**config.mk**
```make
export PLATFORM = sky130hd
export DESIGN_NAME = lqg_controller
export DESIGN_NICKNAME = d
export VERILOG_FILES = /design/src/rtl/lqg_pkg.sv /design/src/rtl/lqg_controller.sv
export SDC_FILE = /design/constraint.sdc
export NUM_CORES = 1
export LEC_CHECK = 0
export BUFFER_PORTS_ARGS = -buffer_cell sky130_fd_sc_hd__buf_4
export CAP_MARGIN = 40
export CORE_MARGIN = 4
export CORE_UTILIZATION = 40
export CTS_CLUSTER_SIZE = 16
export DETAILED_ROUTE_END_ITERATION = 8
export SLEW_MARGIN = 15
export SYNTH_ARGS = -nofsm -noshare
export SYNTH_HDL_FRONTEND = slang
export SYNTH_SLANG_ARGS = --single-unit
```
**constraint.sdc**
```tcl
create_clock -name clk -period 5.5 [get_ports clk]
set_clock_uncertainty 0.05 [all_clocks]
set_input_delay 1.1 -clock clk [delete_from_list [all_inputs] [get_ports clk]]
set_output_delay 1.1 -clock clk [all_outputs]
set_load 0.005 [all_outputs]
```
**src/rtl/lqg_pkg.sv**
```systemverilog
// Package for the LQG speed regulator with six-step commutation.
// Holds payload structs, register indexes, the transition matrix, the
// commutation table and the controller-to-datapath command struct. No dependencies.
package lqg_pkg;

    localparam int STATE_FRAC_BITS = 24;
    localparam int GAIN_FRAC_BITS  = 30;
    localparam int TRANS_FRAC_BITS = 30;
    localparam int ERR_SHIFT       = 16 + GAIN_FRAC_BITS - STATE_FRAC_BITS;

    typedef struct packed {
        logic               opcode;
        logic signed [15:0] encoder_count;
        logic signed [31:0] speed_setpoint;
        logic        [2:0]  hall_state;
    } in_item_t;

    typedef struct packed {
        logic [15:0] phase_a_high;
        logic [15:0] phase_a_low;
        logic [15:0] phase_b_high;
        logic [15:0] phase_b_low;
        logic [15:0] phase_c_high;
        logic [15:0] phase_c_low;
        logic        drive_direction;
        logic        hall_valid;
    } out_item_t;

    localparam logic [2:0] REG_PWM_PERIOD  = 3'd0;
    localparam logic [2:0] REG_COUNT_SCALE = 3'd1;
    localparam logic [2:0] REG_OBS_GAIN_0  = 3'd2;
    localparam logic [2:0] REG_OBS_GAIN_1  = 3'd3;
    localparam logic [2:0] REG_OBS_GAIN_2  = 3'd4;
    localparam logic [2:0] REG_FB_GAIN_0   = 3'd5;
    localparam logic [2:0] REG_FB_GAIN_1   = 3'd6;
    localparam logic [2:0] REG_FB_GAIN_2   = 3'd7;

    localparam logic OP_TICK = 1'b0;
    localparam logic OP_HALL = 1'b1;

    // Multiplier operand selections.
    typedef enum logic [2:0] {
        MS_ERR   = 3'd0,
        MS_TRANS = 3'd1,
        MS_OBS   = 3'd2,
        MS_FB    = 3'd3,
        MS_DUTY  = 3'd4
    } mul_sel_t;

    // Command from controller to datapath.
    typedef struct packed {
        logic       load;       // capture input item
        logic       mul_go;     // register a product this cycle
        mul_sel_t   sel;
        logic [1:0] row;
        logic [1:0] col;
        logic       acc_clr;    // clear both accumulators
        logic       acc_add;    // take last product into error or accumulators
        logic       row_done;   // form estimate row from accumulators
        logic       cmd_done;   // form drive command
        logic       commit;     // write estimate
        logic       duty_done;  // form output item
    } dp_cmd_t;

    function automatic logic signed [31:0] trans_coef(input logic [1:0] r, input logic [1:0] c);
        logic signed [31:0] v;
        begin
            v = 32'sd0;
            case ({r, c})
                4'b0000: v = 32'sd820231379;
                4'b0001: v = -32'sd384399573;
                4'b0010: v = -32'sd562962838;
                4'b0100: v = 32'sd295493750;
                4'b0101: v = -32'sd157947422;
                4'b0110: v = -32'sd590558003;
                4'b1000: v = -32'sd278313881;
                4'b1001: v = 32'sd468688306;
                4'b1010: v = 32'sd702871398;
                default: v = 32'sd0;
            endcase
            return v;
        end
    endfunction

    // Returns a six-bit mask of the active duty slots; zero for invalid hall.
    // Bit 0 A high, 1 A low, 2 B high, 3 B low, 4 C high, 5 C low.
    function automatic logic [5:0] comm_mask(input logic dir, input logic [2:0] hall);
        logic [5:0] m;
        begin
            m = 6'b000000;
            case ({dir, hall})
                4'b0001: m = 6'b011000;
                4'b0010: m = 6'b000110;
                4'b0011: m = 6'b010010;
                4'b0100: m = 6'b100001;
                4'b0101: m = 6'b001001;
                4'b0110: m = 6'b100100;
                4'b1001: m = 6'b100100;
                4'b1010: m = 6'b001001;
                4'b1011: m = 6'b100001;
                4'b1100: m = 6'b010010;
                4'b1101: m = 6'b000110;
                4'b1110: m = 6'b011000;
                default: m = 6'b000000;
            endcase
            return m;
        end
    endfunction

endpackage

```
**src/rtl/lqg_controller.sv**
```systemverilog
// Sequencer for the LQG regulator: steps the shared multiplier through the
// error, estimate, command and duty products. Depends on lqg_pkg.
module lqg_controller (
    input  logic             clk,
    input  logic             rst_n,
    input  logic             in_valid,
    output logic             in_stall,
    output logic             out_valid,
    input  logic             out_stall,
    input  logic             is_tick,
    output lqg_pkg::dp_cmd_t cmd
);

    typedef enum logic [7:0] {
        S_IDLE  = 8'b00000001,
        S_ERR   = 8'b00000010,
        S_TRANS = 8'b00000100,
        S_OBS   = 8'b00001000,
        S_ROW   = 8'b00010000,
        S_FB    = 8'b00100000,
        S_DUTY  = 8'b01000000,
        S_OUT   = 8'b10000000
    } state_t;

    state_t     state_reg, state_next;
    logic [1:0] row_reg, row_next;
    logic [1:0] col_reg, col_next;
    logic       ph_reg, ph_next;   // 0 multiply, 1 accumulate
    logic       out_valid_reg, out_valid_next;

    assign out_valid = out_valid_reg;
    // Accept only when idle and the output slot will be free.
    assign in_stall  = (state_reg != S_IDLE) || (out_valid_reg && out_stall);

    always_comb
    begin
        state_next     = state_reg;
        row_next       = row_reg;
        col_next       = col_reg;
        ph_next        = ph_reg;
        out_valid_next = out_valid_reg && out_stall;
        cmd            = '0;
        cmd.sel        = lqg_pkg::MS_ERR;
        cmd.row        = row_reg;
        cmd.col        = col_reg;
        unique case (state_reg)
            S_IDLE:
            begin
                if (in_valid && !in_stall)
                begin
                    cmd.load   = 1'b1;
                    state_next = S_ERR;
                    ph_next    = 1'b0;
                    row_next   = 2'd0;
                    col_next   = 2'd0;
                end
            end
            S_ERR:
            begin
                cmd.sel = lqg_pkg::MS_ERR;
                if (!is_tick)
                    state_next = S_DUTY;
                else if (!ph_reg)
                begin
                    cmd.mul_go = 1'b1;
                    ph_next    = 1'b1;
                end
                else
                begin
                    cmd.acc_add = 1'b1;
                    ph_next     = 1'b0;
                    state_next  = S_TRANS;
                end
            end
            S_TRANS:
            begin
                cmd.sel = lqg_pkg::MS_TRANS;
                if (!ph_reg)
                begin
                    if (col_reg == 2'd0)
                        cmd.acc_clr = 1'b1;
                    cmd.mul_go = 1'b1;
                    ph_next    = 1'b1;
                end
                else
                begin
                    cmd.acc_add = 1'b1;
                    ph_next     = 1'b0;
                    if (col_reg == 2'd2)
                    begin
                        col_next   = 2'd0;
                        state_next = S_OBS;
                    end
                    else
                        col_next = col_reg + 2'd1;
                end
            end
            S_OBS:
            begin
                cmd.sel = lqg_pkg::MS_OBS;
                if (!ph_reg)
                begin
                    cmd.mul_go = 1'b1;
                    ph_next    = 1'b1;
                end
                else
                begin
                    cmd.acc_add = 1'b1;
                    ph_next     = 1'b0;
                    state_next  = S_ROW;
                end
            end
            S_ROW:
            begin
                cmd.row_done = 1'b1;
                if (row_reg == 2'd2)
                begin
                    row_next   = 2'd0;
                    state_next = S_FB;
                end
                else
                begin
                    row_next   = row_reg + 2'd1;
                    state_next = S_TRANS;
                end
            end
            S_FB:
            begin
                cmd.sel = lqg_pkg::MS_FB;
                if (!ph_reg)
                begin
                    if (row_reg == 2'd0)
                        cmd.acc_clr = 1'b1;
                    cmd.mul_go = 1'b1;
                    ph_next    = 1'b1;
                end
                else
                begin
                    cmd.acc_add = 1'b1;
                    ph_next     = 1'b0;
                    if (row_reg == 2'd2)
                    begin
                        row_next   = 2'd0;
                        state_next = S_DUTY;
                        ph_next    = 1'b1;
                    end
                    else
                        row_next = row_reg + 2'd1;
                end
            end
            S_DUTY:
            begin
                cmd.sel = lqg_pkg::MS_DUTY;
                if (ph_reg)
                begin
                    // Command and estimate settle before the duty product.
                    if (is_tick)
                    begin
                        cmd.cmd_done = 1'b1;
                        cmd.commit   = 1'b1;
                    end
                    ph_next = 1'b0;
                end
                else
                begin
                    cmd.mul_go = 1'b1;
                    state_next = S_OUT;
                end
            end
            S_OUT:
            begin
                cmd.duty_done  = 1'b1;
                out_valid_next = 1'b1;
                state_next     = S_IDLE;
            end
            default: state_next = S_IDLE;
        endcase
    end

    always_ff @(posedge clk or negedge rst_n)
    begin
        if (!rst_n)
        begin
            state_reg     <= S_IDLE;
            row_reg       <= '0;
            col_reg       <= '0;
            ph_reg        <= 1'b0;
            out_valid_reg <= 1'b0;
        end
        else
        begin
            state_reg     <= state_next;
            row_reg       <= row_next;
            col_reg       <= col_next;
            ph_reg        <= ph_next;
            out_valid_reg <= out_valid_next;
        end
    end

    // A new item is never taken while a result still waits on a stall.
    a_no_accept_when_full: assert property (@(posedge clk) disable iff (!rst_n)
        (out_valid_reg && out_stall) |-> in_stall)
        else $error("item accepted while output blocked");
    // A result is presented in the cycle after the output state.
    a_out_after_out_state: assert property (@(posedge clk) disable iff (!rst_n)
        (state_reg == S_OUT) |=> out_valid_reg)
        else $error("result not presented after duty");
    // Row and column counters stay within the matrix.
    a_counters_in_range: assert property (@(posedge clk) disable iff (!rst_n)
        (row_reg != 2'd3) && (col_reg != 2'd3))
        else $error("matrix counter out of range");

endmodule

```
After elaboration in Yosys (flattened, before gate mapping)
Cells that the tools add are included.
{ "op_classes": {"addsub": 2, "eq_ne": 20, "mux": 42, "reduce_logical": 15} }
{ "ops": {"columns": ["cell", "n"], "rows": [
  ["two-way mux 8 bit", 9],
  ["case mux 8 bit (7 select lines)", 1],
  ["case mux 4 bit (5 select lines)", 1],
  ["two-way mux 1 bit", 17],
  ["two-way mux 2 bit", 8],
  ["inequality test 2 bit (second input constant)", 8],
  ["AND reduction 3 bit", 3],
  ["== test 8 x 1 -> 1 bit (second input constant)", 1],
  ["== test 8 x 2 -> 1 bit (second input constant)", 1],
  ["== test 8 x 3 -> 1 bit (second input constant)", 1],
  ["== test 8 x 4 -> 1 bit (second input constant)", 1],
  ["== test 8 x 5 -> 1 bit (second input constant)", 1],
  ["== test 8 x 6 -> 1 bit (second input constant)", 1],
  ["== test 8 x 7 -> 1 bit (second input constant)", 1],
  ["== test 8 bit (second input constant)", 1],
  ["inequality test 8 x 1 -> 1 bit (second input constant)", 1],
  ["AND reduction 8 bit", 1],
  ["two-way mux 6 bit", 1],
  ["case mux 2 bit (3 select lines)", 1],
  ["case mux 1 bit (5 select lines)", 1],
  ["nonzero test 5 bit", 1],
  ["adder 2 x 1 -> 2 bit (second input constant)", 2],
  ["== test 2 bit (second input constant)", 2],
  ["logical NOT 2 bit", 2],
  ["10 further kinds", 12]
]} }
{ "totals": {"register_bits": 14, "inputBits": 5, "output_inout_bits": 17, "word_cells": 84} }

Depth between registers and ports, before layout
Gate-level depths: netlist of run 1.
{ "depth": {"ltp_word": 6, "mapped_depth": 8} }

Worst setup path after synthesis of run 1
OpenSTA, ideal clock, no wires.
{ "synth_timing": {"path_kind": "register to output", "start": "reg state_reg[2]", "end": "out cmd[13] (netlist bit)", "t_arrival_ps": 1663, "required_time_ps": 4350, "slack_ps": 2687, "stages_incl_launch_ff": 6, "cell_sequence": "dfrtp_1 buf_6 nor4_1 nand3_1 o21a_1 a21oi_1"} }
{ "synth_lines": {"columns": ["element", "line", "rtl"], "rows": [
  ["start: declaration", "lqg_controller.sv:25", "state_t state_reg, state_next;"],
  ["start signal: assignment", "lqg_controller.sv:192", "state_reg <= state_next;"],
  ["end: declaration", "lqg_controller.sv:11", "output lqg_pkg::dp_cmd_t cmd"]
]} }

==> results.txt, run 1 <==
The run finished with clean final reports. The required time of the worst setup path is 4350 ps. The final net count came out at 138. Clock-pin slew was measured on the worst setup and hold paths at 90 ps. In this run the register-to-register setup slack is 3220 ps. Hold is met by 501.5 ps. The static leakage power is 0.5672 nW. The number of vias after detailed routing is 917. The post-place setup slack came out at 2328 ps. The setup TNS after final layout is 0 ps. The cell count after synthesis came out at 111. The peak supply drop came out at 0.3310 mV. After detailed routing, the total wire length is 2508 um. STA classifies the critical path endpoint as an output port. Of the total synthesized cell area, the portion taken by AND, OR, NAND and NOR gates is 35.65%. In this run the most critical hold path is launched from out_valid.

The max-slew violation total from the final report came out at 0. For this run, design rule violations remaining after detail routing come to 0. The share of the cycle needed by the critical path after routing came out at 60.19%. The proportion of power drawn by flip-flops and latches is 33.0%. The XOR/XNOR share of the synthesized area is 1.802%.

Synthesis inferred 14 register bits. The number of standard-cell rows in the floorplan is 17. The number of CTS-inserted buffers is 3.

The total global-route track usage came out at 16.35%. The class of the worst hold path is flop to flop. In this run the vertical extent of the chip is 57.30 um.

The core area is 2255 sq um. The actual transition at the worst max-transition pin came out at 684.3 ps. Along the worst hold path, the cell count comes to 1. The final routed wire length divided by cell count came out at 15.68 um.

The number of top-level pins is 22. Multiplexer cells account for 3.089% of the synthesized area. The number of enable flip-flop cells after synthesis came out at 0. Detailed routing placed a total of 1183 um of wire on met2.

The worst setup path is of the flop to output port kind. Once the floorplan was initialized, standard cells occupied 43.12% of the core. Internal power comes to 0.0003075 W. Setup repair after global routing left no endpoint under its margin. The count of unique library cells instantiated by Yosys came out at 44. The area of the mapped netlist came out at 972.2 sq um.

The number of buffers on the longest clock path is 2. Routed signal wires occupy layers up through met4. The detailed-router iteration count before antenna repair is 4.

The CTS tree is built. The maximum fanout along the worst path is 6. Headroom to the max-slew limit came out at 53.74%. The power density relative to cell area is 467.0 nW/um^2. The initial antenna violation count came to 0.

The post-detailed-route via-to-cell ratio came out at 5.731. The cell chosen for the clock root is clkbuf_4. Derived from the worst setup path, the maximum achievable clock frequency is 302.1 MHz. The count of cells resized by post-cts repair is 0. The endpoint identified for the worst register-to-register timing path is state_reg[2]. The insertion delay of the later-clocked pin in the worst-skew pair came out at 280 ps. The wire-length estimate of the detail-placed layout is 1937 um. In the synthesized netlist the dominant register cell turns out to be dfrtp_1.

Subtracting the final worst setup slack from the clock period gives 3311 ps. From synthesis to final layout, the design area changed by 20.72%. In the final layout, the share of cells above drive strength 1 is 28.79%. The remaining number of nets flagged by the antenna check after routing came out at 0. The final number of setup-violating endpoints came out at 0.

The depth of the most critical reg-to-reg path came out at 5. From left edge to right edge, the die measures 57.30 um. The combinational fraction of design power is 53.0%. The total global routing overflow is 0. The via count of the first global-routing pass is 903. For this design the total switching power over the nets is 0.0002406 W. The first global-routing pass estimated 4202 um of wire. The number of post-CTS setup repair buffers came out at 0.

The worst setup path is launched from a flop. The register area share after synthesis came out at 36.16%. The synthesized netlist devotes 0% of its cell area to adder and majority cells.

The post-synthesis average cell area came out at 8.758 sq um. The number of maximum-capacitance constraint violations came out at 0. The worst register-to-register path begins at state_reg[0].

The antenna diode count came out at 0. The area of all placed cells without fillers came out at 1174 sq um. The count of buffers from port buffering is 21. Data arrives at the worst endpoint at 2160 ps. The main combinational cell family by area after synthesis is simple AND/OR/NAND/NOR gates.

The routed length on met1 came out at 1179 um. The number of filler cells placed in the layout is 253. Hold repair after CTS inserted 0 buffers. The post-placement cell area came out at 1132 sq um. The wire length on met3 came out at 121 um. The leading cell type in the layout, fill and taps excluded is buf_4. During synthesis, Yosys emitted a total of 0 warnings. The area of the die came out at 3283 sq um. After synthesis, the share of flip-flops with an asynchronous set or reset is 100.0%.

The clock power share came out at 13.9%. The number of DRC markers after the initial detailed-route iteration came out at 20. The flip-flop count of the largest register after layout came out at 8. Of the total power, the share spent switching nets is 43.89%. The global placer's final weighted congestion is 0.8680. The post-synthesis net count came out at 116. Across all setup checks in the final design, the least slack found is 2189 ps.

CTS saw 14 sinks. The number of hold-slack violations in the final timing report came to 0. In this run the number of H-tree levels came out at 1. Entering global routing, the biggest net connects 15 pins.

The synthesized netlist devotes 17.63% of its cell area to compound gates. The top cell types in the final layout, fill and taps aside, are buf_4 (21), dfrtp_1 (13), nor2_1 (11), nand2_1 (10), a21oi_1 (7). The worst-case hold path end point is out_valid.
power by group through the flow:
stage / Sequential (W) / Combinational (W) / Clock [W]
after floorplan: 0.000150 / 0.000237 / 0
after global placement: 0.000182 / 0.000288 / 0
after detailed placement: 0.000182 / 0.000285 / 0
after CTS: 0.000180 / 0.000287 / 0.0000774
after global routing: 0.000187 / 0.000321 / 0.0000832
final: 0.000181 / 0.000291 / 0.0000763
cells in the mapped netlist (all sizes together), types with 3 or more instances:
cell | n | area share [%]
dfrtp | 13 | 33
nor4b | 3 | 2.7
nor2 | 11 | 4.2
nand2 | 10 | 3.9
a21oi | 8 | 4.5
nor3 | 5 | 3.6
inv | 6 | 2.3
o22ai | 3 | 1.9
nand3 | 4 | 2.1
buf | 4 | 3.0
nor4 | 5 | 5.4
and3 | 4 | 2.6
o21ai | 6 | 3.1
layout make-up:
cell class	instances	area (sq um)	area share (%)
Inverter	6	22.52	1.919
Clock buffer	4	36.28	3.092
Tap cell	28	35.03	2.985
Sequential cell	14	351.6	29.96
Timing Repair Buffer	22	162.7	13.86
Multi-Input combinational cell	86	565.5	48.19
metal layers:
layer | track usage, % | vias to the layer above
li1 | - | 451
met1 | 22.38 | 434
met2 | 24.96 | 28
met3 | 3.846 | 4
met4 | 6.291 | 0
met5 | 0 | -
logic make-up (layout without fill, tap and decap cells):
kind of cell           Yosys count  count (layout)
AO/OA/AOI/OAI                   26              26
XOR/XNOR                         2               2
buffers and inverters           11              32
flip-flops                      14              14
multiplexers                     2               2
AND/OR/NAND/NOR                 56              56
worst max path at each step:
stage          endpoint  depth (start not counted)    startpoint
6_report        cmd[13]                          6  state_reg[7]
5_1_grt          cmd[5]                          6  state_reg[2]
4_1_cts         cmd[13]                          5  state_reg[2]
3_5_place_dp    cmd[13]                          5  state_reg[2]
3_3_place_gp    cmd[13]                          5  state_reg[2]
2_1_floorplan   cmd[13]                          5  state_reg[2]
per-stage QoR:
step	util, %	std cells	total power (W)
3_3_place_gp	50.22	155	0.0004697
5_1_grt	52.05	160	0.0005916
2_1_floorplan	-	111	0.0003870
3_5_place_dp	50.22	155	0.0004669
6_report	52.05	160	0.0005481
4_1_cts	51.83	159	0.0005441
worst max-delay path, stage by stage (launching register included):
cell and delay [ps]:
dfrtp_1 440, or4_4 580, nor4_4 370, nor2_1 90, o21a_1 120, a21oi_1 140, buf_4 130
Note: power is estimated with default switching activity, not from simulation.
==> run 2, diff against run 1 <==
==> constraint.sdc (replaced) <==
create_clock -name clk -period 3.15 [get_ports clk]
set_clock_uncertainty 0.05 [all_clocks]
set_input_delay 0.63 -clock clk [delete_from_list [all_inputs] [get_ports clk]]
set_output_delay 0.63 -clock clk [all_outputs]
set_load 0.005 [all_outputs]
==> run 2 against run 1 <==
Net effect:
- flip-flop and latch count did not move
- count of clock-buffer cells in the layout did not move
- worst hold slack got worse by 390 ps
- first-iteration DRC count rose by 30%
- routed wire length rose by 0.48%
- core utilization rose by 0.44 points
- cell count rose by 0.63%
- register-to-register slack got worse by 2300 ps
- final area rose by 0.85%
- clock power rose by 82%
==> results.txt, run 2 (synthesized netlist as in run 1, its figures left out) <==
In the layout the commonest cells are buf_4 (23), dfrtp_1 (13), nor2_1 (11), nand2_1 (10), a21oi_1 (7). The number of maximum-capacitance constraint violations is 0. TritonCTS built the clock tree. The number of buffers on the longest clock path is 2. The slowest stage cell on the critical path is or4_4. The critical path goes through or4_4 -> nor4_4 -> nor2_1 -> o21a_1 -> a21oi_1 -> buf_4. The fraction of layout instances using a drive strength above 1 came out at 29.32%. The number of DRC markers after the initial detailed-route iteration is 26. Setup repair after global routing left no endpoint under its margin. The maximum fanout along the worst path is 6. The final routed wire length divided by cell count came out at 15.65 um. The total global-route track usage came out at 17.28%. The cell chosen for the clock root is clkbuf_4.

The effective utilization at floorplan is 43.12%. 22 I/O pins were placed. In this run, post-CTS repair resized a total of 0 instances. For this run, design rule violations remaining after detail routing come to 0. Across the VDD grid, the largest voltage drop is 0.5361 mV. In this run the critical register-to-register path is captured at state_reg[2]. The worst pin sits at a relative slew slack of 65.93%. The smallest clock period supported by the final layout is computed as 2805 ps.

The core area came out at 2255 sq um. The depth of the most critical reg-to-reg path is 6. The global placer's final weighted congestion is 0.7936. The routed wire length came out at 2520 um. The insertion delay of the later-clocked pin in the worst-skew pair is 290 ps.

The detailed-router iteration count before antenna repair is 4. The startpoint of the lowest-slack register-to-register path is state_reg[2]. Measured along the x axis, the die boundary spans 57.30 um. The tightest min-delay check is of the primary input to asynchronous set/reset pin type. The register with the most flip-flops in the layout has 8 of them. The endpoint class of the critical path is an output port. The hold buffer count at cts is 0. The number of H-tree branching levels is 1. The count of buffers from port buffering came out at 21. The area of all placed cells without fillers came out at 1184 sq um. The number of vias after detailed routing came out at 938.

The worst-case register-to-register setup slack came out at 910 ps. The pin count of the biggest net entering global routing is 15. The post-detailed-route via-to-cell ratio is 5.826.

The post-placement cell area came out at 1147 sq um. The antenna diode count is 0. The remaining number of nets flagged by the antenna check after routing is 0. The run finished with clean final reports. Summed over all failing endpoints, the final setup total negative slack is 0 ps.

The floorplan step set the die height to 57.30 um. The launching element type of the critical path is a flop. The number of hold-slack violations in the final timing report was 0. The required time of the worst setup path came out at 2470 ps. The final net count came out at 139. Summed over all layers, the global routing overflow is 0. The synthesis-to-layout area growth is 21.75%. The maximum clock frequency came out at 356.5 MHz. Summing all multi-input logic gate instances after layout gives 565.5 sq um. The via count of the first global-routing pass is 908. In this run the post-CTS setup repair buffer count came out at 0. The power consumption came out at 0.0009811 W. Buffers inserted during clock tree synthesis total 3. The area of the die came out at 3283 sq um. The library cell used most frequently in the layout, excluding fill and tap cells, is buf_4. For the pin with the worst max-slew slack, the measured transition is 506.9 ps. The number of standard-cell rows in the floorplan is 17. The sink count of the clock tree came out at 14. The final number of setup-violating endpoints came out at 0.

On the worst path, the slowest cell contributes a delay of 570 ps. The first global-routing pass estimated 4333 um of wire. The clock transition at the register clock pins on the worst setup and hold paths after CTS came out at 100 ps. The area occupied by registers is 351.6 sq um.

Fill cells in the final layout number 240. The static leakage power came out at 0.5727 nW. The power density relative to cell area came out at 828.9 nW/um^2. The critical path in this run is classified as flop to output port. Data arrives at the worst endpoint at 2130 ps.

The max-slew violation total from the final report came to 0. The initial antenna violation count is 0. The share of the cycle needed by the critical path after routing is 89.05%. The half-perimeter wire length after placement is 1923 um.
run 2: changes by cell type in the layout (fill, tap and decap cells not counted), sizes merged:
cell / before / now
buf: 21 / 23
clkbuf: 5 / 4
run 2: stage by stage:
step | setup slack [ps] | hold slack (ps) | std cells | utilization, %
2_1_floorplan | 806.8 | 284.4 | 111 | -
3_3_place_gp | 699.4 | 441.2 | 157 | 50.89
3_5_place_dp | 666.4 | 445.7 | 157 | 50.89
4_1_cts | 330.9 | 123.0 | 161 | 52.50
5_1_grt | 216.6 | 116.7 | 161 | 52.50
6_report | 344.8 | 114.2 | 161 | 52.50
run 2: worst max path at each step:
stage,endpoint,start,slack [ps]
after floorplan,cmd[13],state_reg[2],810
after global placement,cmd[13],state_reg[7],700
after detailed placement,cmd[13],state_reg[7],670
after CTS,cmd[13],state_reg[7],330
after global routing,cmd[13],state_reg[7],220
final,cmd[13],state_reg[7],340
run 2: worst max-delay path: cells and delay by family (launching register included):
| kind | cells | cell delay [ps] |
|---|---|---|
| AND/OR/NAND/NOR | 3 | 990 |
| flip-flops | 1 | 440 |
| AO/OA/AOI/OAI | 2 | 260 |
| buffers and inverters | 1 | 130 |
run 2: final cells by class:
type                    count  share of cell area (%)
repair buffers             23                   14.59
multi-input cells          86                   47.78
well taps                  28                   2.960
clock buffers               4                   3.066
flip-flops and latches     14                   29.70
inverters                   6                   1.903
run 2: report_power, final:
part | leakage [nW] | internal (W) | switching (W)
Sequential | 0.188 | 0.000226 | 0.0000870
Clock | 0.0210 | 0.0000704 | 0.0000682
Combinational | 0.364 | 0.000255 | 0.000274
Total | 0.573 | 0.000552 | 0.000429
run 2: layer usage:
layer  global-route usage (%)  up-vias  part of all wire [%]
li1                         -      457                     -
met1                    23.36      456                    47
met2                    27.41       20                    48
met3                    2.262        5                   3.8
met4                    7.947        0                   1.9
met5                        0        -                     0
==> run 3, diff against run 2 <==
--- a/config.mk
+++ b/config.mk
@@ -5,6 +5,7 @@
 export SDC_FILE = /design/constraint.sdc
 export NUM_CORES = 1
 export LEC_CHECK = 0
+export ABC_AREA = 1
 export BUFFER_PORTS_ARGS = -buffer_cell sky130_fd_sc_hd__buf_4
 export CAP_MARGIN = 40
 export CORE_MARGIN = 4
==> run 3 against run 2 <==
Net effect:
- core utilization decreased by 1.6 points
- routed wire length about the same
- via count up 9.8%
- critical endpoint is now cmd[5]
- worst hold slack better by 5.3 ps
- synthesized cell count is 36% higher
- largest cell class unchanged
- non-clock buffer count decreased by 2
- combinational power is 18% lower
- sequential power is 25% lower
- register-to-register slack better by 640 ps
- maximum frequency grew 16%
- first-iteration DRC count rose by 100%
- die area rose by 6.5%
==> results.txt, run 3 <==
The DRC violations left came out at 0. The initial antenna violation count is 0. The main combinational cell family by area after synthesis is simple AND/OR/NAND/NOR gates. In this run the power spent charging and discharging nets is 0.0003588 W. The maximum fanout along the worst path came out at 6. The maximum clock frequency is 412.3 MHz.

The count of unique library cells instantiated by Yosys came out at 21. The die outline width came out at 59.14 um. The global-route wire length before repair is 4367 um.

The worst-case register-to-register setup slack is 1550 ps. STA classifies the critical path endpoint as an output port. The total internal power is 0.0004190 W.

The library cell used most frequently in the layout, excluding fill and tap cells, is nand2_1. The most used flip-flop cell after synthesis is dfrtp_1. On the critical path, the stage with the largest delay is an instance of dfrtp_1. In this run, post-CTS repair resized a total of 0 instances. The number of H-tree branching levels is 1. The hold buffer count at cts came out at 0. Hold timing on the final database bottoms out at a slack of 119.5 ps. The flip-flop and latch count after synthesis came out at 14. Across the run, the number of max-cap violations was 0. The area occupied by registers is 351.6 sq um.

The number of post-CTS setup repair buffers is 0. Across all layers, the routed design uses 1030 vias. The detailed-router iteration count before antenna repair is 4. The clock power share is 14.1%.

Net switching is 46.13% of the power. The required time of the worst setup path came out at 2470 ps. The synthesized netlist devotes 50.36% of its cell area to simple gates. The die is 59.14 um tall. The routed wire length came out at 2518 um.

Of the synthesized area, sequential elements account for 33.61%. Dividing the detail-routed wire length by the instance count gives 12.28 um. The via count of the first global-routing pass came out at 1012.

The cell chosen for the clock root is clkbuf_4. The fraction of layout instances using a drive strength above 1 is 27.43%. The total global-route track usage came out at 16.55%. The global placer's final weighted congestion is 0.8508. Once detail routing completed, the nets flagged for antenna violations numbered 0. Setup repair after global routing left no endpoint under its margin. The worst setup margin is 724.3 ps. The share of the cycle needed by the critical path after routing is 77.00%. The actual transition at the worst max-transition pin came out at 266.2 ps. The area of combinational cells with multiple inputs came out at 619.3 sq um. The area of the die came out at 3497 sq um. The synthesized netlist devotes 8.852% of its cell area to compound gates. On the worst path, the slowest cell contributes a delay of 450 ps. The post-place setup slack came out at 1053 ps. The startpoint identified for the worst register-to-register timing path is state_reg[3]. The pin count of the biggest net entering global routing came out at 15. TritonCTS built the clock tree.

From synthesis to final layout, the design area changed by 20.45%. The count of buffers from port buffering came out at 21. The post-detailed-route via-to-cell ratio is 5.024. Headroom to the max-slew limit came out at 82.10%. The number of hold-slack violations in the final timing report is 0. The type of the worst setup path is flop to output port. The multiplexer share of the synthesized area is 0%. The peak supply drop is 0.2932 mV. The max-slew violation total from the final report is 0. The insertion delay of the later-clocked pin in the worst-skew pair came out at 290 ps.

The worst setup path is launched from a flop. In this run the count of I/O pins placed on the die edge is 22. The library cell with the highest instance count after synthesis is nand2_1. The combinational fraction of design power is 55.8%. The power consumption is 0.0007778 W. Setup violations remaining at the end of the flow were counted as 0. Global routing finished with a remaining overflow of 0. The number of CTS-inserted buffers came out at 3. The synthesized netlist devotes 0% of its cell area to XOR and XNOR gates. The share of synthesized flip-flops with an asynchronous set or reset came out at 100.0%.

In this design, the largest share of critical-path delay is due to simple AND/OR/NAND/NOR gates. The capturing element of the worst setup path is cmd[5]. The half-perimeter wire length after placement came out at 2070 um.

The smallest clock period supported by the final layout is computed as 2426 ps. The count of warnings emitted by yosys is 0. The core area is 2477 sq um. In this run the number of cells on the critical path is 6. Sequential cells burn 30.1% of the power. The antenna diode count is 0. The final net count is 181.

The effective utilization at floorplan came out at 42.22%. The analysis attributes to cell leakage a power of 0.6676 nW. Ranked by instance count, the synthesized netlist is headed by nand2_1 (42), nor2_1 (25), inv_1 (17). The run finished with clean final reports. The share of synthesized cell area in full adder, half adder and majority cells came out at 0%. The setup TNS after final layout came out at 0 ps.

The worst register-to-register path has a depth of 8. The number of buffer and inverter instances along the worst setup path is 1. The worst path arrival time is 1750 ps. The sink count of the clock tree came out at 14.

The number of standard-cell rows in the floorplan is 18. Traced cell by cell, the critical path runs through nor2_2 -> nand2_2 -> nor2_4 -> nand2_1 -> o31ai_1 -> buf_4. The post-synthesis net count came out at 156. The clock transition at the register clock pins on the worst setup and hold paths after CTS came out at 90 ps. Averaged over all synthesized cells, the footprint is 6.927 sq um. The worst register-to-register path ends at row_reg[0]. The number of enable flip-flop cells after synthesis came out at 0. The register with the most flip-flops in the layout has 8 of them.

The beginning of the critical path is state_reg[3]. In the layout the commonest cells are nand2_1 (42), nor2_1 (25), buf_4 (21), inv_1 (17), nand3_1 (14). The number of buffers on the longest clock path is 2. The synthesized design devotes to its leading area cell type 31.10% of total area. The area of the mapped netlist is 1046 sq um. The detailed router finished its first iteration with 52 violations.

The number of filler cells placed in the layout is 257. In this run the power density over the cells is 617.3 nW/um^2. The class of the worst hold path is primary input to asynchronous set/reset pin.

Cells fill 50.86% of the core in the end. In the post-synthesis netlist, the biggest area contributors are dfrtp_1 (31%), nand2_1 (15%), nor2_1 (9.0%). The biggest area contributor in the post-synthesis netlist is dfrtp_1. Synthesis produced 151 cells.
==> run 3: cell types whose count changed after synthesis, sizes merged, moves of 6 or more <==
cell and delta:
inv +12, a21oi -6, nand2 +40, o21ai +6
nand3 +10, nor2 +25
==> run 3: stage by stage <==
| step | std cells | cell area [sq um] |
|---|---|---|
| 2_1_floorplan | 151 | 1046 |
| 3_3_place_gp | 201 | 1234 |
| 3_5_place_dp | 201 | 1234 |
| 4_1_cts | 205 | 1260 |
| 5_1_grt | 205 | 1260 |
| 6_report | 205 | 1260 |
==> run 3: worst register-to-register path, delay by kind of cell, from the launching register on <==
kind | cells | cell delay, ps
flip-flops | 1 | 450
AND/OR/NAND/NOR | 6 | 820
AO/OA/AOI/OAI | 1 | 60
buffers and inverters | 1 | 100
==> run 3: worst min path at each step <==
| stage | slack, ps | start | endpoint | depth (start not counted) |
|---|---|---|---|---|
| floorplan | 280 | rst_n | col_reg[0] | 0 |
| global placement | 440 | rst_n | state_reg[5] | 1 |
| detailed placement | 440 | rst_n | state_reg[5] | 1 |
| CTS | 130 | rst_n | state_reg[5] | 1 |
| global route | 140 | rst_n | ph_reg | 1 |
| finish | 120 | rst_n | state_reg[5] | 1 |
==> run 3: logic make-up (layout without fill, tap and decap cells) <==
| kind of cell | count (synthesis) | in the layout |
|---|---|---|
| AND/OR/NAND/NOR | 103 | 103 |
| AO/OA/AOI/OAI | 15 | 15 |
| buffers and inverters | 19 | 43 |
| flip-flops | 14 | 14 |
==> run 3: power groups by stage <==
stage                     Combinational [W]  Sequential, W  Clock (W)
after floorplan                    0.000325       0.000234          0
after CTS                          0.000436       0.000234   0.000112
after global routing               0.000493       0.000239   0.000117
after detailed placement           0.000435       0.000238          0
final                              0.000434       0.000234   0.000110
after global placement             0.000431       0.000238          0
==> run 3: final cells by class <==
type                            instances  share of cell area [%]
Multi-Input combinational cell        118                   49.16
Sequential cell                        14                   27.90
Timing Repair Buffer                   21                   12.51
Inverter                               18                   5.362
Tap cell                               30                   2.979
Clock buffer                            4                   2.085
==> run 3: metal layers <==
metal  up-vias  part of all wire, %  global-route usage (%)
met1       476                   47                   22.13
met2        22                   47                   26.34
met3         5                  4.6                   2.397
met5         -                    0                       0
met4         0                  1.7                   7.443
li1        527                    -                       -
